### config.mk
export PLATFORM = sky130hd
export DESIGN_NAME = bsr_seq
export DESIGN_NICKNAME = d
export VERILOG_FILES = /design/src/hw/rtl/bsr_pkg.sv /design/src/hw/rtl/bsr_seq.sv
export SDC_FILE = /design/constraint.sdc
export NUM_CORES = 1
export LEC_CHECK = 0
export BUFFER_PORTS_ARGS = -buffer_cell sky130_fd_sc_hd__buf_2
export CAP_MARGIN = 20
export CORE_AREA = 10 10 47 49
export CTS_CLUSTER_DIAMETER = 200
export DETAILED_ROUTE_END_ITERATION = 6
export DIE_AREA = 0 0 57 59
export SETUP_SLACK_MARGIN = 0.15
export SLEW_MARGIN = 30
export SYNTH_ARGS = -nofsm -noshare
export SYNTH_HDL_FRONTEND = slang
export SYNTH_SLANG_ARGS = --single-unit
### constraint.sdc
create_clock -name clk -period 3.55 [get_ports clk]
set_input_delay 0.355 -clock clk [delete_from_list [all_inputs] [get_ports clk]]
set_output_delay 0.355 -clock clk [all_outputs]
set_load 0.02 [all_outputs]
### src/hw/rtl/bsr_pkg.sv
package bsr_pkg;

    // Defaults for the top-level parameters
    localparam int unsigned DEF_VALUE_WIDTH = 32;
    localparam int unsigned DEF_FRAC_BITS   = 16;

    // Fixed field widths
    localparam int unsigned TOL_W     = 16;
    localparam int unsigned LIM_W     = 6;
    localparam int unsigned ROOT_W    = 24;
    localparam int unsigned STEPS_W   = 6;
    localparam int unsigned CFG_W     = 16;
    localparam int unsigned CFG_IDX_W = 1;

    localparam logic [ROOT_W-1:0] ROOT_MAX = '1;

    // Configuration register indexes and reset values
    localparam logic [CFG_IDX_W-1:0] REG_TOL   = 1'd0;
    localparam logic [CFG_IDX_W-1:0] REG_LIMIT = 1'd1;
    localparam logic [TOL_W-1:0]     TOL_RESET   = 16'd655;
    localparam logic [LIM_W-1:0]     LIMIT_RESET = 6'd48;

    // Microprogram step counter
    localparam int unsigned UPC_W = 4;

    localparam logic [UPC_W-1:0] ST_WAIT     = 4'd0;
    localparam logic [UPC_W-1:0] ST_PRE_LL   = 4'd1;
    localparam logic [UPC_W-1:0] ST_PRE_HL   = 4'd2;
    localparam logic [UPC_W-1:0] ST_PRE_HH   = 4'd3;
    localparam logic [UPC_W-1:0] ST_CHK      = 4'd4;
    localparam logic [UPC_W-1:0] ST_MID      = 4'd5;
    localparam logic [UPC_W-1:0] ST_LOOP     = 4'd6;
    localparam logic [UPC_W-1:0] ST_LOOP_HL  = 4'd7;
    localparam logic [UPC_W-1:0] ST_LOOP_HH  = 4'd8;
    localparam logic [UPC_W-1:0] ST_TEST     = 4'd9;
    localparam logic [UPC_W-1:0] ST_BISECT   = 4'd10;
    localparam logic [UPC_W-1:0] ST_EMIT     = 4'd11;

    typedef enum logic [2:0] {
        OP_NOP,
        OP_LOAD,    // take request, set bounds and first guess
        OP_SQ_LL,   // acc = xl*xl
        OP_SQ_HL,   // acc += 2*xh*xl << H
        OP_SQ_HH,   // acc += xh*xh << 2H
        OP_MID,     // x = (lo + hi) / 2
        OP_BISECT,  // move one bound to x, step count + 1, new midpoint
        OP_EMIT     // write result register
    } bsr_op_t;

    typedef enum logic [2:0] {
        COND_NEVER,
        COND_ALWAYS,
        COND_IN_VALID,
        COND_EXACT,
        COND_FINISH,
        COND_OUT_FREE
    } bsr_cond_t;

    // One control word: op, jump condition, hold-on-false, jump target
    typedef struct packed {
        bsr_op_t          op;
        bsr_cond_t        cond;
        logic             hold;
        logic [UPC_W-1:0] target;
    } bsr_cw_t;

    // Datapath flags seen by the sequencer
    typedef struct packed {
        logic exact;
        logic finish;
        logic out_free;
    } bsr_status_t;

    // Control store
    function automatic bsr_cw_t ucode(input logic [UPC_W-1:0] upc);
        bsr_cw_t w;
        w = '{OP_NOP, COND_ALWAYS, 1'b0, ST_WAIT};
        unique case (upc)
            ST_WAIT:    w = '{OP_LOAD,   COND_IN_VALID, 1'b1, ST_PRE_LL};
            ST_PRE_LL:  w = '{OP_SQ_LL,  COND_NEVER,    1'b0, ST_WAIT};
            ST_PRE_HL:  w = '{OP_SQ_HL,  COND_NEVER,    1'b0, ST_WAIT};
            ST_PRE_HH:  w = '{OP_SQ_HH,  COND_NEVER,    1'b0, ST_WAIT};
            ST_CHK:     w = '{OP_NOP,    COND_EXACT,    1'b0, ST_EMIT};
            ST_MID:     w = '{OP_MID,    COND_NEVER,    1'b0, ST_WAIT};
            ST_LOOP:    w = '{OP_SQ_LL,  COND_NEVER,    1'b0, ST_WAIT};
            ST_LOOP_HL: w = '{OP_SQ_HL,  COND_NEVER,    1'b0, ST_WAIT};
            ST_LOOP_HH: w = '{OP_SQ_HH,  COND_NEVER,    1'b0, ST_WAIT};
            ST_TEST:    w = '{OP_NOP,    COND_FINISH,   1'b0, ST_EMIT};
            ST_BISECT:  w = '{OP_BISECT, COND_ALWAYS,   1'b0, ST_LOOP};
            ST_EMIT:    w = '{OP_EMIT,   COND_OUT_FREE, 1'b1, ST_WAIT};
            default:    w = '{OP_NOP,    COND_ALWAYS,   1'b0, ST_WAIT};
        endcase
        return w;
    endfunction

endpackage

### src/hw/rtl/bsr_seq.sv
module bsr_seq
    import bsr_pkg::*;
(
    input  logic        clk,
    input  logic        rst_n,
    input  logic        in_valid,
    input  bsr_status_t status,
    output bsr_cw_t     cw,
    output logic        adv
);

    logic [UPC_W-1:0] upc_reg;
    logic [UPC_W-1:0] upc_next;
    logic             cond_true;

    assign cw = ucode(upc_reg);

    always_comb
    begin
        unique case (cw.cond)
            COND_NEVER:    cond_true = 1'b0;
            COND_ALWAYS:   cond_true = 1'b1;
            COND_IN_VALID: cond_true = in_valid;
            COND_EXACT:    cond_true = status.exact;
            COND_FINISH:   cond_true = status.finish;
            COND_OUT_FREE: cond_true = status.out_free;
            default:       cond_true = 1'b1;
        endcase
    end

    // a holding step stays put until its condition comes true
    assign adv = cond_true || !cw.hold;

    always_comb
    begin
        if (cond_true)
        begin
            upc_next = cw.target;
        end
        else if (cw.hold)
        begin
            upc_next = upc_reg;
        end
        else
        begin
            upc_next = upc_reg + UPC_W'(1);
        end
    end

    always_ff @(posedge clk or negedge rst_n)
    begin
        if (!rst_n)
        begin
            upc_reg <= ST_WAIT;
        end
        else
        begin
            upc_reg <= upc_next;
        end
    end

    a_load_starts_square: assert property (@(posedge clk) disable iff (!rst_n)
        adv && cw.op == OP_LOAD |=> upc_reg == ST_PRE_LL)
        else $error("load not followed by first partial product");

    a_hold_keeps_step: assert property (@(posedge clk) disable iff (!rst_n)
        cw.hold && !adv |=> $stable(upc_reg))
        else $error("step counter moved while holding");

endmodule

# After elaboration in Yosys (flattened, before gate mapping)
# Memory sizes are Yosys's and may differ from the RTL's.
# Index checks and enable logic that the tools add are counted.
# totals
ff_bits	4
rom_bits	176
in_bits	6
out_inout_bits	12
wordCells	14
n_memories	1
# memory_table
name	depth	width	rd	rd_ports_with_merged_regs	write_ports	line_no	rtl
(name not given)	16	11	1	0	0	bsr_pkg.sv:78	unique case (upc)
# op_classes
add_sub_neg	1
n_eq_ne	5
mux	3
n_reduce_logical	3
# op_table
op	n
two-way mux 4 bit	2
equality test 3 x 2 -> 1 bit, second input constant	2
equality test 3 bit, second input constant	2
one-hot mux 1 bit (5 select lines)	1
adder 4 x 1 -> 4 bit, second input constant	1
logical NOT 3 bit	1
!= test 2 x 1 -> 1 bit, second input constant	1
logical NOT 1 bit	1
logical OR 1 bit	1

# Longest topological paths before layout
# Gate-level depths: netlist of the first run.
# An unclocked memory read counts as a cell.
# logic_depth
depth_word	4
depth_mapped	7
ltp_nobuf	6

# Least setup slack after synthesis of the first run
# No wires, ideal clock.
# synth_path
kind	flip-flop to flip-flop
start	register upc_reg[1]
end	register upc_reg[1]
setup_ns	0.128
t_arrival_ns	1.789
required_time_ns	3.422
path_slack_ns	1.633
stages_incl_launch_ff	7
n_path_buf	0
period_less_slack_ns	1.917
path_cell_list	dfrtp_1 > inv_1 > ha_1 > nand2b_2 > o21ai_2 > mux2_2 > mux2_1
# synth_rtl
item	line_no	rtl
from (decl)	bsr_seq.sv:12	logic [UPC_W-1:0] upc_reg;
from (signal assigned)	bsr_seq.sv:58	upc_reg <= upc_next;

# Worst setup path after layout of the first run
# layout_path
start	register upc_reg[2]
end	output port adv
# layout_via
elab_chain_len	4
word_cells_on_any_way	9
cone_classes	eq/ne: 4; mux: 1; reduce/logical: 3; memory: 1
# layout_lines
item	line_no	rtl
memory read (16 x 11 bit) *	-	
equality test 3 bit (tied with other cells)	bsr_seq.sv:20	unique case (cw.cond)
one-hot mux 1 bit (5 select lines)	bsr_seq.sv:20	
logical OR 1 bit *	bsr_seq.sv:32	assign adv = cond_true || !cw.hold;
to (decl)	bsr_seq.sv:9	output logic adv
# Mark *: on every way between the ends. The rest lies on a longest branch, timed or not.

==> reports/qor.csv, run 1 <==
metric,value,unit
Non-Filler Instances,91,
antenna violations before repair,0,
WP buf/inv,2,
CP top delay family,flip-flops,
R2R Setup Slk,1.53,ns
Post-CTS Setup Inserts,0,
CP cell instances,"inv_1, ha_1, a211o_1, o311ai_2, o21ai_2, nand2b_1, buf_2",
die height,59,um
final hold violation count,0,
Core Rows,14,
clk_skew,0.000648,ns
Crit-path slowest cell,dfrtp_1,
"Cell Area, Synth",482,um^2
"Warnings, synthesis",0,
DP HPWL,985,um
Max Slew Vio Count,0,
GRT Residual Overflow,0,
total CTS buffers,3,
post-CTS resize count,0,
Via density,5.15,
"commonest cells after routing, fill and taps aside","17 x buf_2, 7 x inv_1, 6 x nand2_1, 6 x ha_1",
Skew-Pair Late Insertion Delay,0.23,ns
post-synthesis sequential element count,4,
first drt pass iteration count,4,
Finished Core Util,43.1,%
clock slew seen by the registers of the worst setup and hold paths,0.04,ns
CP max stage delay,0.57,ns
Worst EP arrival,2.09,ns
routed wl met2,595,um
GP Congestion,0.762,
DRC Markers,0,
die width,57,um
wire length per cell,13.1,um
CTS Root Cell,clkbuf_4,
Initial Util,34.4,%
Layout Nets,89,
minimum clock period after layout,2.45,ns
# port buffers,17,
CTS HTree Levels,1,
DP Cell Count,87,
clk sinks,4,
IO Count,18,
Syn Area/Cell,8.60,um^2
deepest clock path buffer count,2,
Post-Route WL,1190,um
met3 wire length,88,um
CP startpoint kind,flip-flop,
Synth top area share,20.8,%
core area,0.00140,mm^2
share of cells above drive strength 1,33.3,%
CP required,3.19,ns
met1 wire length,501,um
"leading cell type in the layout, fill and taps excluded",buf_2,
vias in the first global route,469,
relative slew slack,74.0,%
beginning of the critical path,upc_reg[2],
hold_buf cts,1,
Tightest Hold Check Type,input pin to async pin,
TritonCTS clock tree,yes,
total of max-cap violations,0,
max reg flops,4,
DRT iter0 DRCs,5,
final setup vio count,0,
Slew @ Worst Pin,0.391,ns
Crit. End Element,output pin,
routed vias,469,
Post-Syn Instances,56,
critical path type,flip-flop to output pin,
top layer reached by signal wires,met4,
largest cells by area after synthesis,"dfrtp_1 21%, ha_1 16%, mux2i_1 10%",
fmax,0.408,GHz
die area,0.00336,mm^2
Diodes inserted,0,
register area share after synthesis,20.8,%
area delta synth->final,25.5,%
largest net degree at the start of global routing,14,
Post-Syn Nets,68,
reg2reg start,upc_reg[2],
post-synth cell types,23,
Tot GR Track Use,7.28,%
RSZ-0062 raised after global routing,false,
final antenna-violating net count,0,
Synth area leader,dfrtp_1,
outcome,completed,
fill count,154,
Tcrit/Tclk final,69.0,%
Setup TNS,0,ns
global-route wire length before repair,1970,um
critical path peak fanout,11,
path summary, 6_finish.rpt:
path | endpoint | cells past startpoint
hold reg to reg | upc_reg[0] | 2
min in group clk | upc_reg[2] | 4
hold / removal | upc_reg[2] | 2
setup reg to reg | upc_reg[3] | 6
setup / recovery | adv | 7
max in group asynchronous | upc_reg[3] | 2
area by class of cell:
cell class | count | area, um^2 | area share [%]
flip-flops and latches | 4 | 100 | 16.6
multi-input cells | 43 | 340 | 56.3
well taps | 16 | 20.0 | 3.31
repair buffers | 18 | 95.1 | 15.7
clock buffers | 3 | 22.5 | 3.73
inverters | 7 | 26.3 | 4.35
worst register-to-register path: stages, from the launching register on:
cell      delay (ns)
dfrtp_1         0.57
inv_1           0.18
ha_1            0.25
a211o_1         0.30
o311ai_2        0.09
o21ai_2         0.16
mux2_1          0.35
kinds of logic (layout without fill, tap and decap cells):
logic type                 Yosys count  in the layout  share of synthesized area, %
AOI/OAI and AO/OA                   14             14                          20.3
xor gates and xnor gates             1              1                          1.82
adders and majority gates            6              6                          15.6
buffers and inverters                9             28                          8.57
DFF                                  4              4                          20.8
muxes                                9              9                          19.7
and+or+nand+nor                     13             13                          13.3
per-stage QoR:
step                hold WS (ns)  area [um^2]  worst slack, ns
floorplan                 0.0594          482             1.63
global placement           0.163          572             1.38
detailed placement         0.163          572             1.32
CTS                        0.443          604             1.06
global route               0.465          604            0.922
finish                     0.453          604             1.10
layer usage:
| layer | up-vias | global-route usage (%) |
|---|---|---|
| li1 | 233 | - |
| met1 | 222 | 7.06 |
| met2 | 12 | 12.2 |
| met3 | 2 | 3.22 |
| met4 | 0 | 5.03 |
| met5 | - | 0 |
cell usage after synthesis:
master    count
o311ai_2      1
o31a_1        1
nand2b_2      1
ha_1          6
inv_1         7
mux2_2        1
mux2_1        3
nor2b_1       1
nand2_1       6
clkbuf_1      1
mux2i_1       5
and2_1        1
dfrtp_1       4
nor2_1        2
a31oi_1       1
o21ai_0       5
a211o_1       1
nand2b_1      1
buf_6         1
xnor2_1       1
nor4_1        1
o21ai_2       2
a21oi_1       3
Power of run 1 is not shown: default switching activity piles up to over one toggle a cycle in this logic, so the estimate is an artifact.
==> run 2, diff against run 1 <==
clock period = 2.4 ns   (was 3.55 ns; I/O delays follow)
==> run 2 against run 1 <==
Net effect: clock skew up 0.0012 ns; worst setup slack worse by 0.78 ns; global-route usage grew 0.92 points.
==> reports/qor.csv, run 2 (synthesis gave the netlist of run 1 again) <==
metric,value,unit
CP startpoint kind,flip-flop,
Post-CTS Setup Inserts,0,
GRT Residual Overflow,0,
# port buffers,17,
deepest clock path buffer count,2,
core area,0.00140,mm^2
final setup vio count,0,
first drt pass iteration count,4,
CP cell instances,"ha_1, a211o_1, o311ai_2, o21ai_2, nand2b_1, buf_2",
die height,59,um
Crit-path slowest cell,dfrtp_1,
Crit. End Element,output pin,
RSZ-0062 raised after global routing,false,
FF-to-FF path depth,6,
max reg flops,4,
Tot GR Track Use,8.20,%
Setup TNS,0,ns
CTS HTree Levels,1,
Finished Core Util,44.2,%
final hold violation count,0,
vias in the first global route,495,
Skew-Pair Late Insertion Delay,0.23,ns
minimum clock period after layout,2.08,ns
critical path peak fanout,6,
die area,0.00336,mm^2
critical path type,flip-flop to output pin,
DP HPWL,1020,um
"leading cell type in the layout, fill and taps excluded",buf_2,
dpl cell area,587,um^2
Max Slew Vio Count,0,
Diodes inserted,0,
DRC Markers,0,
CP max stage delay,0.46,ns
total CTS buffers,3,
routed vias,472,
outcome,completed,
r2r endpoint,upc_reg[1],
clock slew seen by the registers of the worst setup and hold paths,0.04,ns
CTS Root Cell,clkbuf_4,
clk_skew,0.00188,ns
CP top delay family,compound AO/OA/AOI/OAI gates,
Worst EP arrival,1.84,ns
Core Rows,14,
R2R Setup Slk,0.47,ns
antenna violations before repair,0,
CP required,2.16,ns
DRT iter0 DRCs,5,
Slew @ Worst Pin,0.328,ns
IO Count,18,
clk sinks,4,
global-route wire length before repair,2260,um
GP Congestion,0.759,
TritonCTS clock tree,yes,
Layout Nets,91,
Tightest Hold Check Type,input pin to async pin,
share of cells above drive strength 1,35.1,%
largest net degree at the start of global routing,13,
relative slew slack,78.1,%
WP buf/inv,1,
"commonest cells after routing, fill and taps aside","17 x buf_2, 7 x inv_1, 6 x nand2_1, 6 x ha_1",
Initial Util,34.4,%
Via density,5.08,
Tcrit/Tclk final,86.7,%
fmax,0.481,GHz
"Design Area, Final",619,um^2
wire length per cell,13.6,um
final antenna-violating net count,0,
reg2reg start,upc_reg[0],
Post-Route WL,1260,um
area delta synth->final,28.6,%
die width,57,um
total of max-cap violations,0,
run 2: worst max-delay path by stage:
stage,slack (ns),end,cells after the start,start
4_1_cts,0.30,adv,6,upc_reg[0]
6_report,0.32,adv,6,upc_reg[0]
5_1_grt,0.21,adv,6,upc_reg[0]
3_3_place_gp,0.54,upc_reg[1],6,upc_reg[0]
2_1_floorplan,0.48,upc_reg[1],6,upc_reg[1]
3_5_place_dp,0.48,upc_reg[1],6,upc_reg[0]
run 2: stage by stage:
stage,setup WS [ns],hold slack [ns],std cells
final,0.319,0.340,93
after global routing,0.212,0.330,93
after CTS,0.304,0.333,93
after detailed placement,0.484,0.0458,89
after global placement,0.538,0.0454,89
after floorplan,0.483,-0.0556,56
run 2: timing repair:
item / 4_1_cts / 5_1_grt
gates resized for setup: 0 / 0
hold buffers: 1 / 0
endpoints found under the hold margin: 4 / 0
run 2: metal layers:
layer	global-route usage [%]	vias up	routed length [um]
met5	0	-	0
met4	5.03	0	26
met3	2.58	4	91
met2	13.2	16	579
met1	9.25	213	567
li1	-	239	-
run 2: cell type report:
class | instances | area [um^2]
fill | 163 | 782
multi-input combinational | 43 | 340
timing repair buffer | 20 | 110
sequential | 4 | 100
inverter | 7 | 26.3
clock buffer | 3 | 22.5
tap | 16 | 20.0
run 2: worst reg2reg max path: stages (launching register included):
cell and delay [ns]:
dfrtp_1 0.46, inv_1 0.15, ha_1 0.23, nand2b_2 0.13, o21ai_2 0.22, mux2_2 0.35
mux2_1 0.27
Power of run 2 is left out for the same reason.
