## src/hw/rtl/bsr_pkg.sv

```systemverilog
package bsr_pkg;

    // Defaults for the top-level parameters
    localparam int unsigned DEF_VALUE_WIDTH = 32;
    localparam int unsigned DEF_FRAC_BITS   = 16;

    // Fixed field widths
    localparam int unsigned TOL_W     = 16;
    localparam int unsigned LIM_W     = 6;
    localparam int unsigned ROOT_W    = 24;
    localparam int unsigned STEPS_W   = 6;
    localparam int unsigned CFG_W     = 16;
    localparam int unsigned CFG_IDX_W = 1;

    localparam logic [ROOT_W-1:0] ROOT_MAX = '1;

    // Configuration register indexes and reset values
    localparam logic [CFG_IDX_W-1:0] REG_TOL   = 1'd0;
    localparam logic [CFG_IDX_W-1:0] REG_LIMIT = 1'd1;
    localparam logic [TOL_W-1:0]     TOL_RESET   = 16'd655;
    localparam logic [LIM_W-1:0]     LIMIT_RESET = 6'd48;

    // Microprogram step counter
    localparam int unsigned UPC_W = 4;

    localparam logic [UPC_W-1:0] ST_WAIT     = 4'd0;
    localparam logic [UPC_W-1:0] ST_PRE_LL   = 4'd1;
    localparam logic [UPC_W-1:0] ST_PRE_HL   = 4'd2;
    localparam logic [UPC_W-1:0] ST_PRE_HH   = 4'd3;
    localparam logic [UPC_W-1:0] ST_CHK      = 4'd4;
    localparam logic [UPC_W-1:0] ST_MID      = 4'd5;
    localparam logic [UPC_W-1:0] ST_LOOP     = 4'd6;
    localparam logic [UPC_W-1:0] ST_LOOP_HL  = 4'd7;
    localparam logic [UPC_W-1:0] ST_LOOP_HH  = 4'd8;
    localparam logic [UPC_W-1:0] ST_TEST     = 4'd9;
    localparam logic [UPC_W-1:0] ST_BISECT   = 4'd10;
    localparam logic [UPC_W-1:0] ST_EMIT     = 4'd11;

    typedef enum logic [2:0] {
        OP_NOP,
        OP_LOAD,    // take request, set bounds and first guess
        OP_SQ_LL,   // acc = xl*xl
        OP_SQ_HL,   // acc += 2*xh*xl << H
        OP_SQ_HH,   // acc += xh*xh << 2H
        OP_MID,     // x = (lo + hi) / 2
        OP_BISECT,  // move one bound to x, step count + 1, new midpoint
        OP_EMIT     // write result register
    } bsr_op_t;

    typedef enum logic [2:0] {
        COND_NEVER,
        COND_ALWAYS,
        COND_IN_VALID,
        COND_EXACT,
        COND_FINISH,
        COND_OUT_FREE
    } bsr_cond_t;

    // One control word: op, jump condition, hold-on-false, jump target
    typedef struct packed {
        bsr_op_t          op;
        bsr_cond_t        cond;
        logic             hold;
        logic [UPC_W-1:0] target;
    } bsr_cw_t;

    // Datapath flags seen by the sequencer
    typedef struct packed {
        logic exact;
        logic finish;
        logic out_free;
    } bsr_status_t;

    // Control store
    function automatic bsr_cw_t ucode(input logic [UPC_W-1:0] upc);
        bsr_cw_t w;
        w = '{OP_NOP, COND_ALWAYS, 1'b0, ST_WAIT};
        unique case (upc)
            ST_WAIT:    w = '{OP_LOAD,   COND_IN_VALID, 1'b1, ST_PRE_LL};
            ST_PRE_LL:  w = '{OP_SQ_LL,  COND_NEVER,    1'b0, ST_WAIT};
            ST_PRE_HL:  w = '{OP_SQ_HL,  COND_NEVER,    1'b0, ST_WAIT};
            ST_PRE_HH:  w = '{OP_SQ_HH,  COND_NEVER,    1'b0, ST_WAIT};
            ST_CHK:     w = '{OP_NOP,    COND_EXACT,    1'b0, ST_EMIT};
            ST_MID:     w = '{OP_MID,    COND_NEVER,    1'b0, ST_WAIT};
            ST_LOOP:    w = '{OP_SQ_LL,  COND_NEVER,    1'b0, ST_WAIT};
            ST_LOOP_HL: w = '{OP_SQ_HL,  COND_NEVER,    1'b0, ST_WAIT};
            ST_LOOP_HH: w = '{OP_SQ_HH,  COND_NEVER,    1'b0, ST_WAIT};
            ST_TEST:    w = '{OP_NOP,    COND_FINISH,   1'b0, ST_EMIT};
            ST_BISECT:  w = '{OP_BISECT, COND_ALWAYS,   1'b0, ST_LOOP};
            ST_EMIT:    w = '{OP_EMIT,   COND_OUT_FREE, 1'b1, ST_WAIT};
            default:    w = '{OP_NOP,    COND_ALWAYS,   1'b0, ST_WAIT};
        endcase
        return w;
    endfunction

endpackage

```

## src/hw/rtl/bsr_datapath.sv

```systemverilog
module bsr_datapath
    import bsr_pkg::*;
#(
    parameter int unsigned VALUE_WIDTH = DEF_VALUE_WIDTH,
    parameter int unsigned FRAC_BITS   = DEF_FRAC_BITS
)
(
    input  logic                   clk,
    input  logic                   rst_n,
    input  bsr_cw_t                cw,
    input  logic                   adv,
    input  logic [VALUE_WIDTH-1:0] value,
    input  logic [TOL_W-1:0]       tolerance,
    input  logic [LIM_W-1:0]       limit,
    input  logic                   out_ready,
    output bsr_status_t            status,
    output logic                   out_valid,
    output logic [ROOT_W-1:0]      root,
    output logic [STEPS_W-1:0]     steps,
    output logic                   converged
);

    // bound width: holds the value and the constant one
    localparam int unsigned ONE_W = FRAC_BITS + 1;
    localparam int unsigned BW    = (VALUE_WIDTH > ONE_W) ? VALUE_WIDTH : ONE_W;
    localparam int unsigned H     = (BW + 1) / 2;
    localparam int unsigned SQW   = 2 * BW;
    localparam int unsigned TLW   = TOL_W + FRAC_BITS;
    localparam int unsigned CW0   = (SQW > TLW) ? SQW : TLW;
    localparam int unsigned CW    = CW0 + 1;
    localparam int unsigned XW    = (BW > ROOT_W) ? BW : ROOT_W;

    localparam logic [BW-1:0] ONE = BW'(1) << FRAC_BITS;

    logic [BW-1:0]      x_reg, x_next;
    logic [BW-1:0]      lo_reg, lo_next;
    logic [BW-1:0]      hi_reg, hi_next;
    logic [SQW-1:0]     acc_reg, acc_next;
    logic [CW-1:0]      tgt_reg, tgt_next;
    logic [CW-1:0]      tplus_reg, tplus_next;
    logic [CW-1:0]      tminus_reg, tminus_next;
    logic               tmin_ok_reg, tmin_ok_next;
    logic [STEPS_W-1:0] steps_reg, steps_next;
    logic               out_valid_reg, out_valid_next;
    logic [ROOT_W-1:0]  root_reg, root_next;
    logic [STEPS_W-1:0] osteps_reg, osteps_next;
    logic               conv_reg, conv_next;

    logic [BW-1:0]      v_ext;
    logic [BW-1:0]      hi_load;
    logic [CW-1:0]      t_load;
    logic [CW-1:0]      tol_sh;

    logic [H-1:0]       xl, xh, mul_a, mul_b;
    logic [2*H-1:0]     prod;
    logic [SQW-1:0]     prod_w;

    logic [CW-1:0]      acc_c;
    logic               exact, below, near, conv;

    logic [BW-1:0]      lo_sel, hi_sel;
    logic [BW:0]        mid_sum;

    logic [XW-1:0]      x_ext;
    logic               sat;

    // request set-up
    assign v_ext   = BW'(value);
    assign hi_load = (v_ext < ONE) ? ONE : v_ext;
    assign t_load  = CW'(value) << FRAC_BITS;
    assign tol_sh  = CW'(tolerance) << FRAC_BITS;

    // one H x H multiplier, three partial products per square
    assign xl     = x_reg[H-1:0];
    assign xh     = H'(x_reg >> H);
    assign mul_a  = (cw.op == OP_SQ_HL || cw.op == OP_SQ_HH) ? xh : xl;
    assign mul_b  = (cw.op == OP_SQ_HH) ? xh : xl;
    assign prod   = mul_a * mul_b;
    assign prod_w = SQW'(prod);

    // |acc - t| < tol  <=>  t - tol < acc < t + tol
    assign acc_c = CW'(acc_reg);
    assign exact = (acc_c == tgt_reg);
    assign below = (acc_c < tgt_reg);
    assign near  = (acc_c < tplus_reg) && (!tmin_ok_reg || acc_c > tminus_reg);
    assign conv  = exact || near;

    assign status.exact    = exact;
    assign status.finish   = conv || (steps_reg >= limit);
    assign status.out_free = !out_valid_reg || out_ready;

    // bisection: move a bound to x, then take the new midpoint
    assign lo_sel  = (cw.op == OP_BISECT && below)  ? x_reg : lo_reg;
    assign hi_sel  = (cw.op == OP_BISECT && !below) ? x_reg : hi_reg;
    assign mid_sum = (BW+1)'(lo_sel) + (BW+1)'(hi_sel);

    assign x_ext = XW'(x_reg);
    assign sat   = x_ext > XW'(ROOT_MAX);

    always_comb
    begin
        x_next         = x_reg;
        lo_next        = lo_reg;
        hi_next        = hi_reg;
        acc_next       = acc_reg;
        tgt_next       = tgt_reg;
        tplus_next     = tplus_reg;
        tminus_next    = tminus_reg;
        tmin_ok_next   = tmin_ok_reg;
        steps_next     = steps_reg;
        root_next      = root_reg;
        osteps_next    = osteps_reg;
        conv_next      = conv_reg;
        out_valid_next = out_valid_reg && !out_ready;

        if (adv)
        begin
            unique case (cw.op)
                OP_NOP:
                begin
                end
                OP_LOAD:
                begin
                    lo_next      = '0;
                    hi_next      = hi_load;
                    // zero squares to zero and leaves at the endpoint check
                    x_next       = (v_ext == '0) ? '0 : hi_load;
                    steps_next   = '0;
                    tgt_next     = t_load;
                    tplus_next   = t_load + tol_sh;
                    tminus_next  = t_load - tol_sh;
                    tmin_ok_next = (t_load >= tol_sh);
                end
                OP_SQ_LL:
                begin
                    acc_next = prod_w;
                end
                OP_SQ_HL:
                begin
                    acc_next = acc_reg + (prod_w << (H + 1));
                end
                OP_SQ_HH:
                begin
                    acc_next = acc_reg + (prod_w << (2 * H));
                end
                OP_MID:
                begin
                    x_next = mid_sum[BW:1];
                end
                OP_BISECT:
                begin
                    lo_next    = lo_sel;
                    hi_next    = hi_sel;
                    x_next     = mid_sum[BW:1];
                    steps_next = steps_reg + STEPS_W'(1);
                end
                OP_EMIT:
                begin
                    out_valid_next = 1'b1;
                    root_next      = sat ? ROOT_MAX : x_ext[ROOT_W-1:0];
                    osteps_next    = steps_reg;
                    conv_next      = conv;
                end
                default:
                begin
                end
            endcase
        end
    end

    always_ff @(posedge clk or negedge rst_n)
    begin
        if (!rst_n)
        begin
            out_valid_reg <= 1'b0;
        end
        else
        begin
            out_valid_reg <= out_valid_next;
        end
    end

    always_ff @(posedge clk)
    begin
        x_reg       <= x_next;
        lo_reg      <= lo_next;
        hi_reg      <= hi_next;
        acc_reg     <= acc_next;
        tgt_reg     <= tgt_next;
        tplus_reg   <= tplus_next;
        tminus_reg  <= tminus_next;
        tmin_ok_reg <= tmin_ok_next;
        steps_reg   <= steps_next;
        root_reg    <= root_next;
        osteps_reg  <= osteps_next;
        conv_reg    <= conv_next;
    end

    assign out_valid = out_valid_reg;
    assign root      = root_reg;
    assign steps     = osteps_reg;
    assign converged = conv_reg;

    a_emit_sets_valid: assert property (@(posedge clk) disable iff (!rst_n)
        adv && cw.op == OP_EMIT |=> out_valid_reg)
        else $error("emit did not fill the result register");

    a_bisect_counts: assert property (@(posedge clk) disable iff (!rst_n)
        adv && cw.op == OP_BISECT |=> steps_reg == $past(steps_reg) + STEPS_W'(1))
        else $error("bisection step not counted");

endmodule

```

## config.mk

```make
export PLATFORM = sky130hd
export DESIGN_NAME = bsr_datapath
export DESIGN_NICKNAME = d
export VERILOG_FILES = /design/src/hw/rtl/bsr_pkg.sv /design/src/hw/rtl/bsr_datapath.sv
export SDC_FILE = /design/constraint.sdc
export NUM_CORES = 1
export LEC_CHECK = 0
export BUFFER_PORTS_ARGS = -buffer_cell sky130_fd_sc_hd__buf_2
export CORE_ASPECT_RATIO = 1.25
export CORE_MARGIN = 2
export CORE_UTILIZATION = 35
export CTS_CLUSTER_DIAMETER = 80
export CTS_CLUSTER_SIZE = 24
export DETAILED_ROUTE_END_ITERATION = 7
export HOLD_SLACK_MARGIN = 0.12
export PLACE_DENSITY = 0.6
export SYNTH_ARGS = -nofsm -noshare
export SYNTH_HDL_FRONTEND = slang
export SYNTH_SLANG_ARGS = --single-unit
```

## constraint.sdc

```tcl
create_clock -name clk -period 12.7 [get_ports clk]
set_input_delay 0.635 -clock clk [delete_from_list [all_inputs] [get_ports clk]]
set_output_delay 0.635 -clock clk [all_outputs]
set_load 0.02 [all_outputs]
```

# Word-level counts from Yosys, hierarchy flattened
# Index checks and enable logic that the tools add are counted.
# totals
register_bits	361
inputBits	69
out_inout_bits	35
word_cells	71
# op_classes
addsub	6
n_mul	1
n_lt_le_gt_ge	7
eq_ne	8
mux	13
n_reduce_logical	23
# op_table
cell	count
case mux 32 bit (2 select lines)	3
case mux 64 bit (3 select lines)	1
two-way mux 32 bit	4
> comparator 64 x 65 -> 1 bit	1
< comparator 64 x 65 -> 1 bit	1
adder 64 x 49 -> 64 bit	1
adder 64 bit	1
== test 64 x 48 -> 1 bit	1
< comparator 64 x 48 -> 1 bit	1
adder 48 x 32 -> 49 bit	1
subtractor 48 x 32 -> 49 bit	1
>= comparator 48 x 32 -> 1 bit	1
adder 32 x 32 -> 33 bit	1
> comparator 32 x 24 -> 1 bit, second input constant	1
zero test 32 bit	1
< comparator 32 x 17 -> 1 bit, second input constant	1
multiplier 16 x 16 -> 32 bit	1
two-way mux 16 bit	2
== test 3 bit, second input constant	4
case mux 6 bit (2 select lines)	1
AND reduction 2 bit	5
adder 6 x 1 -> 6 bit, second input constant	1
== test 3 x 2 -> 1 bit, second input constant	2
>= comparator 6 bit	1
8 further kinds	20

# Longest topological paths before layout
# logic_depth
ltp_word	6
depth_mapped	44
mapped_depth_nobuf	40

# Worst setup path before layout
# OpenSTA, ideal clock, no wires.
# synth_timing
path_type	input -> register
startpoint	input port cw[9] in the netlist's numbering
endpoint	register acc_reg[55], data pin
setup_time_ns	0.271
t_arrival_ns	9.976
required_ns	12.429
path_slack_ns	2.453
stages	40
n_path_buf	3
cell_sequence	clkbuf_1 -> nor2b_1 -> and2_1 -> clkbuf_1 -> nor2_1 -> clkbuf_1 -> mux2i_1 -> nor2_1 -> fa_1 -> inv_1 -> fa_1 -> fa_1 -> fa_1 -> inv_1 -> fa_1 -> inv_1 -> fa_1 -> inv_1 -> [... 4 more ...] -> a221o_1 -> o21ai_0 -> nand2b_1 -> a21o_1 -> a21oi_1 -> xnor2_1 -> ha_1 -> a21o_1 -> a21o_1 -> a21o_1 -> a21oi_1 -> nor2_1 -> o21a_1 -> o31ai_1 -> a21boi_1 -> o2111ai_1 -> xor2_1 -> o22ai_1
# synth_between
elab_chain_cells	6
word_cells_on_any_way	10
classes_between	2 x add/sub; 1 x mul; 3 x eq/ne; 3 x mux; 1 x reduce/logical
# synth_lines
element	line	source
start, declared	bsr_datapath.sv:10	input bsr_cw_t cw,
== test 3 x 2 -> 1 bit or == test 3 bit (tied branches)	bsr_datapath.sv:76, bsr_datapath.sv:118, bsr_datapath.sv:77	
logical OR 1 bit	bsr_datapath.sv:76	assign mul_a = (cw.op == OP_SQ_HL || cw.op == OP_SQ_HH) ? xh : xl;
two-way mux 16 bit	bsr_datapath.sv:76	
multiplier 16 x 16 -> 32 bit	bsr_datapath.sv:78	assign prod = mul_a * mul_b;
adder 64 bit or adder 64 x 49 -> 64 bit (tied branches)	bsr_datapath.sv:144, bsr_datapath.sv:140	
case mux 64 bit (3 select lines) *	bsr_datapath.sv:118	unique case (cw.op)
end signal, assigned	bsr_datapath.sv:188	acc_reg <= acc_next;
end, declared	bsr_datapath.sv:38	logic [SQW-1:0] acc_reg, acc_next;
# Every way passes the cells marked *; elsewhere a longest branch is shown, timed or not.
# A chain may end at the register's enable or synchronous reset.

# Worst setup path in the final report
# layout_timing
startpoint	input port cw[9] in the netlist's numbering
endpoint	register acc_reg[63], data pin
# Same word-level chain as after synthesis.

==> metrics.txt <==
vias in the first global route=between 20000 and 25000; 1st-iter DRT viols=about 1600; Num CTS Buffers=17; period utilization=0.8723; initial antenna violation count=2; synthesized area=30630 µm²; status=completed; number of synthesized flops with an enable pin=just under 300; hold path depth=1; I/O Buffers=95; total track usage=0.2043; area of the multi-input gates=19800 µm²; kind of critical path=in -> reg; r2r setup slk=2590 ps; Layout fillers=roughly 9000; top post-synthesis cells by area=edfxtp_1 (29%), ha_1 (14%), fa_1 (13%); final hold violations=0; Root Buffer=clkbuf_16; critical path capture point type=flop; sum of negative setup slack=0 ps; # setup viols final=0; sequential element share of the synthesized area=0.2900; R2R depth=34; RSZ-0062 raised after global routing=no; Die Footprint=89920 µm²; top cell type's share of synthesized area=0.2892; largest delay contributor family on the critical path=adder cells; Post-synth ARST share=0.003378; mean area per synthesized cell=roughly 9.4 µm²; DRC violations left=0; commonest non-fill, non-tap cells in the layout=inv_1 (417), nand2_1 (398), ha_1 (351), edfxtp_1 (295), nor2_1 (229); hold crit path type=in -> reg; clk sink count=296; met1 Usage GRT=0.2486; Placeable Area=86900 µm²; GRT Residual Overflow=0; Cell Rows=between 100 and 150; Final HPWL DP=71.74 mm; RR Startpoint=x_ext[3]$_DFFE_PP_; Clk Latency, worst-skew pair=550 ps; largest net degree at the start of global routing=86; Synth area leader=edfxtp_1; Routed Antenna Nets=0; FF-to-FF End=acc_reg[63]$_DFFE_PP_; CTS tree=done; Post-Synth Simple-Gate Area=0.1591; CP Buf/Inv Count=5; NumNets Final=about 4000; Yosys warnings=0; Worst Setup SP=cw[9]; vias after detailed routing=24001; Post-Syn Nets=3891; commonest non-fill, non-tap cell in the layout=inv_1; post-DR vias/cell=5.317; Initial Util=0.3525; Compound-Gate Fraction of Synth Area=0.1294; drt wl/cell=20.37 µm; CP startpoint kind=primary input; # IOs=104; Least-Margin Pin Slew=~1200 ps; first-pass GRT wire length=141.0 mm; Register Area=8884 µm²; Relative slew margins=0.2216; Inserted Diodes=0; Longest Clk Path Bufs=3; max reg flops=64; Hold EP=tgt_reg[37]$_DFFE_PP_; H-tree Lvls=1; die height=334.8 µm; layout cells sized above 1=0.09235; hold path startpoint=value[21]; crit-path max FO=16; top_reg_cell synth=edfxtp_1; Critical Path Most Common Cell=fa_1; largest family of logic cells by synthesized area=adder cells; slowest library cell on the worst path=fa_1; Die Wd=268.6 µm; GR Layer Usage met3=0.01682; Synth cell types=between 80 and 90; CP arrival=11370 ps; achievable clock frequency=90.27 MHz; mux cell area share after synthesis=0.03386; most used routing layer=met2; Initial DRT Pass Iterations=5; min Tclk post-route=11080 ps; final WL=approximately 92 mm; met2 GRT Util=0.3681; number of synthesized register bits=296; Area Overhead vs Synth=8.173%; Post-CTS Setup Bufs=0; routability cong.=0.9321; max cap viols=0; Slew Viols, Final=0; XOR/XNOR Fraction of Synth Area=0.04861; Worst Clk Skew=34.21 ps; Adder-Cell Fraction of Synth Area=0.2734; Largest stage delay, worst path=590 ps; Syn Inst Count=3272; CP required=12990 ps; Reg clk slew, reported paths=roughly 100 ps
-- cell usage after synthesis, types with 12 or more instances --
cell type  instances
nor2_1           231
nand2_1          399
o21a_1            26
clkbuf_1          85
xnor2_1           92
edfxtp_1         295
o21ai_1           26
nor4_1            24
inv_1            417
nor2b_1           32
o21bai_1          33
nor3_1            42
a21o_1           100
o211ai_1          13
a21oi_1          162
o21ai_0          104
a211oi_1          20
and3_1            23
mux2_2            61
nand4_1           43
o22ai_1           24
nand3_1           56
ha_1             351
nand2b_1          25
xor2_1            78
and2_1            55
o31ai_1           16
mux2i_1           35
nand3_2           12
or2_2             33
fa_1             199
-- worst register-to-register path: cells and delay by family (launching register included) --
kind                     cells  cell delay (ps)
adder cells (fa/ha/maj)      8             3810
AO/OA/AOI/OAI               15             3460
multiplexers                 2              940
flip-flops                   1              630
XOR/XNOR                     1              430
AND/OR/NAND/NOR              4              390
buffers and inverters        4              220
-- layer usage --
layer / share of wire / vias to the layer above
li1: - / 11385
met5: 0.00014 / -
met2: 0.50 / 681
met1: 0.40 / 11750
met4: 0.048 / 2
met3: 0.047 / 183
-- area by class of cell --
cell class | count | area share
tap | 1168 | 0.04410
inverter | 417 | 0.04724
multi-input combinational | 2453 | 0.5974
timing repair buffer | 152 | 0.02734
sequential | 296 | 0.2681
clock buffer | 21 | 0.01329
clock inverter | 7 | 0.002530
-- through the flow --
stage	cell area [µm²]	worst slack (ps)	util	std cells	hold slack, ps
finish	33140	1622	0.3813	4514	343.9
global placement	32600	1180	0.3752	4485	411.1
CTS	33140	1666	0.3813	4514	322.5
floorplan	30630	2453	-	3272	339.4
global route	33140	1123	0.3813	4514	316.1
detailed placement	32600	1130	0.3752	4485	410.8
-- how the worst max path moves through the flow --
stage	end	slack, ps	cells past startpoint
after floorplan	acc_reg[55]$_DFFE_PP_	2450	40
after global placement	acc_reg[59]$_DFFE_PP_	1180	39
after detailed placement	acc_reg[55]$_DFFE_PP_	1130	39
after CTS	acc_reg[55]$_DFFE_PP_	1670	39
after global routing	acc_reg[55]$_DFFE_PP_	1120	39
final	acc_reg[63]$_DFFE_PP_	1620	39
-- cell families after synthesis --
family | after synthesis
AO/OA/AOI/OAI | 613
XOR/XNOR | 170
adder cells (fa/ha/maj) | 550
buffers and inverters | 523
flip-flops | 296
multiplexers | 96
AND/OR/NAND/NOR | 1024
-- timing repair --
item / 4_1_cts / 5_1_grt
hold endpoints to repair: 1 / 0
resized for setup: 0 / 0
hold buffers: 1 / 0
Power is left out: the tool's default activity adds up to more than one toggle a clock period on the data nets, which glitch-free logic cannot reach.
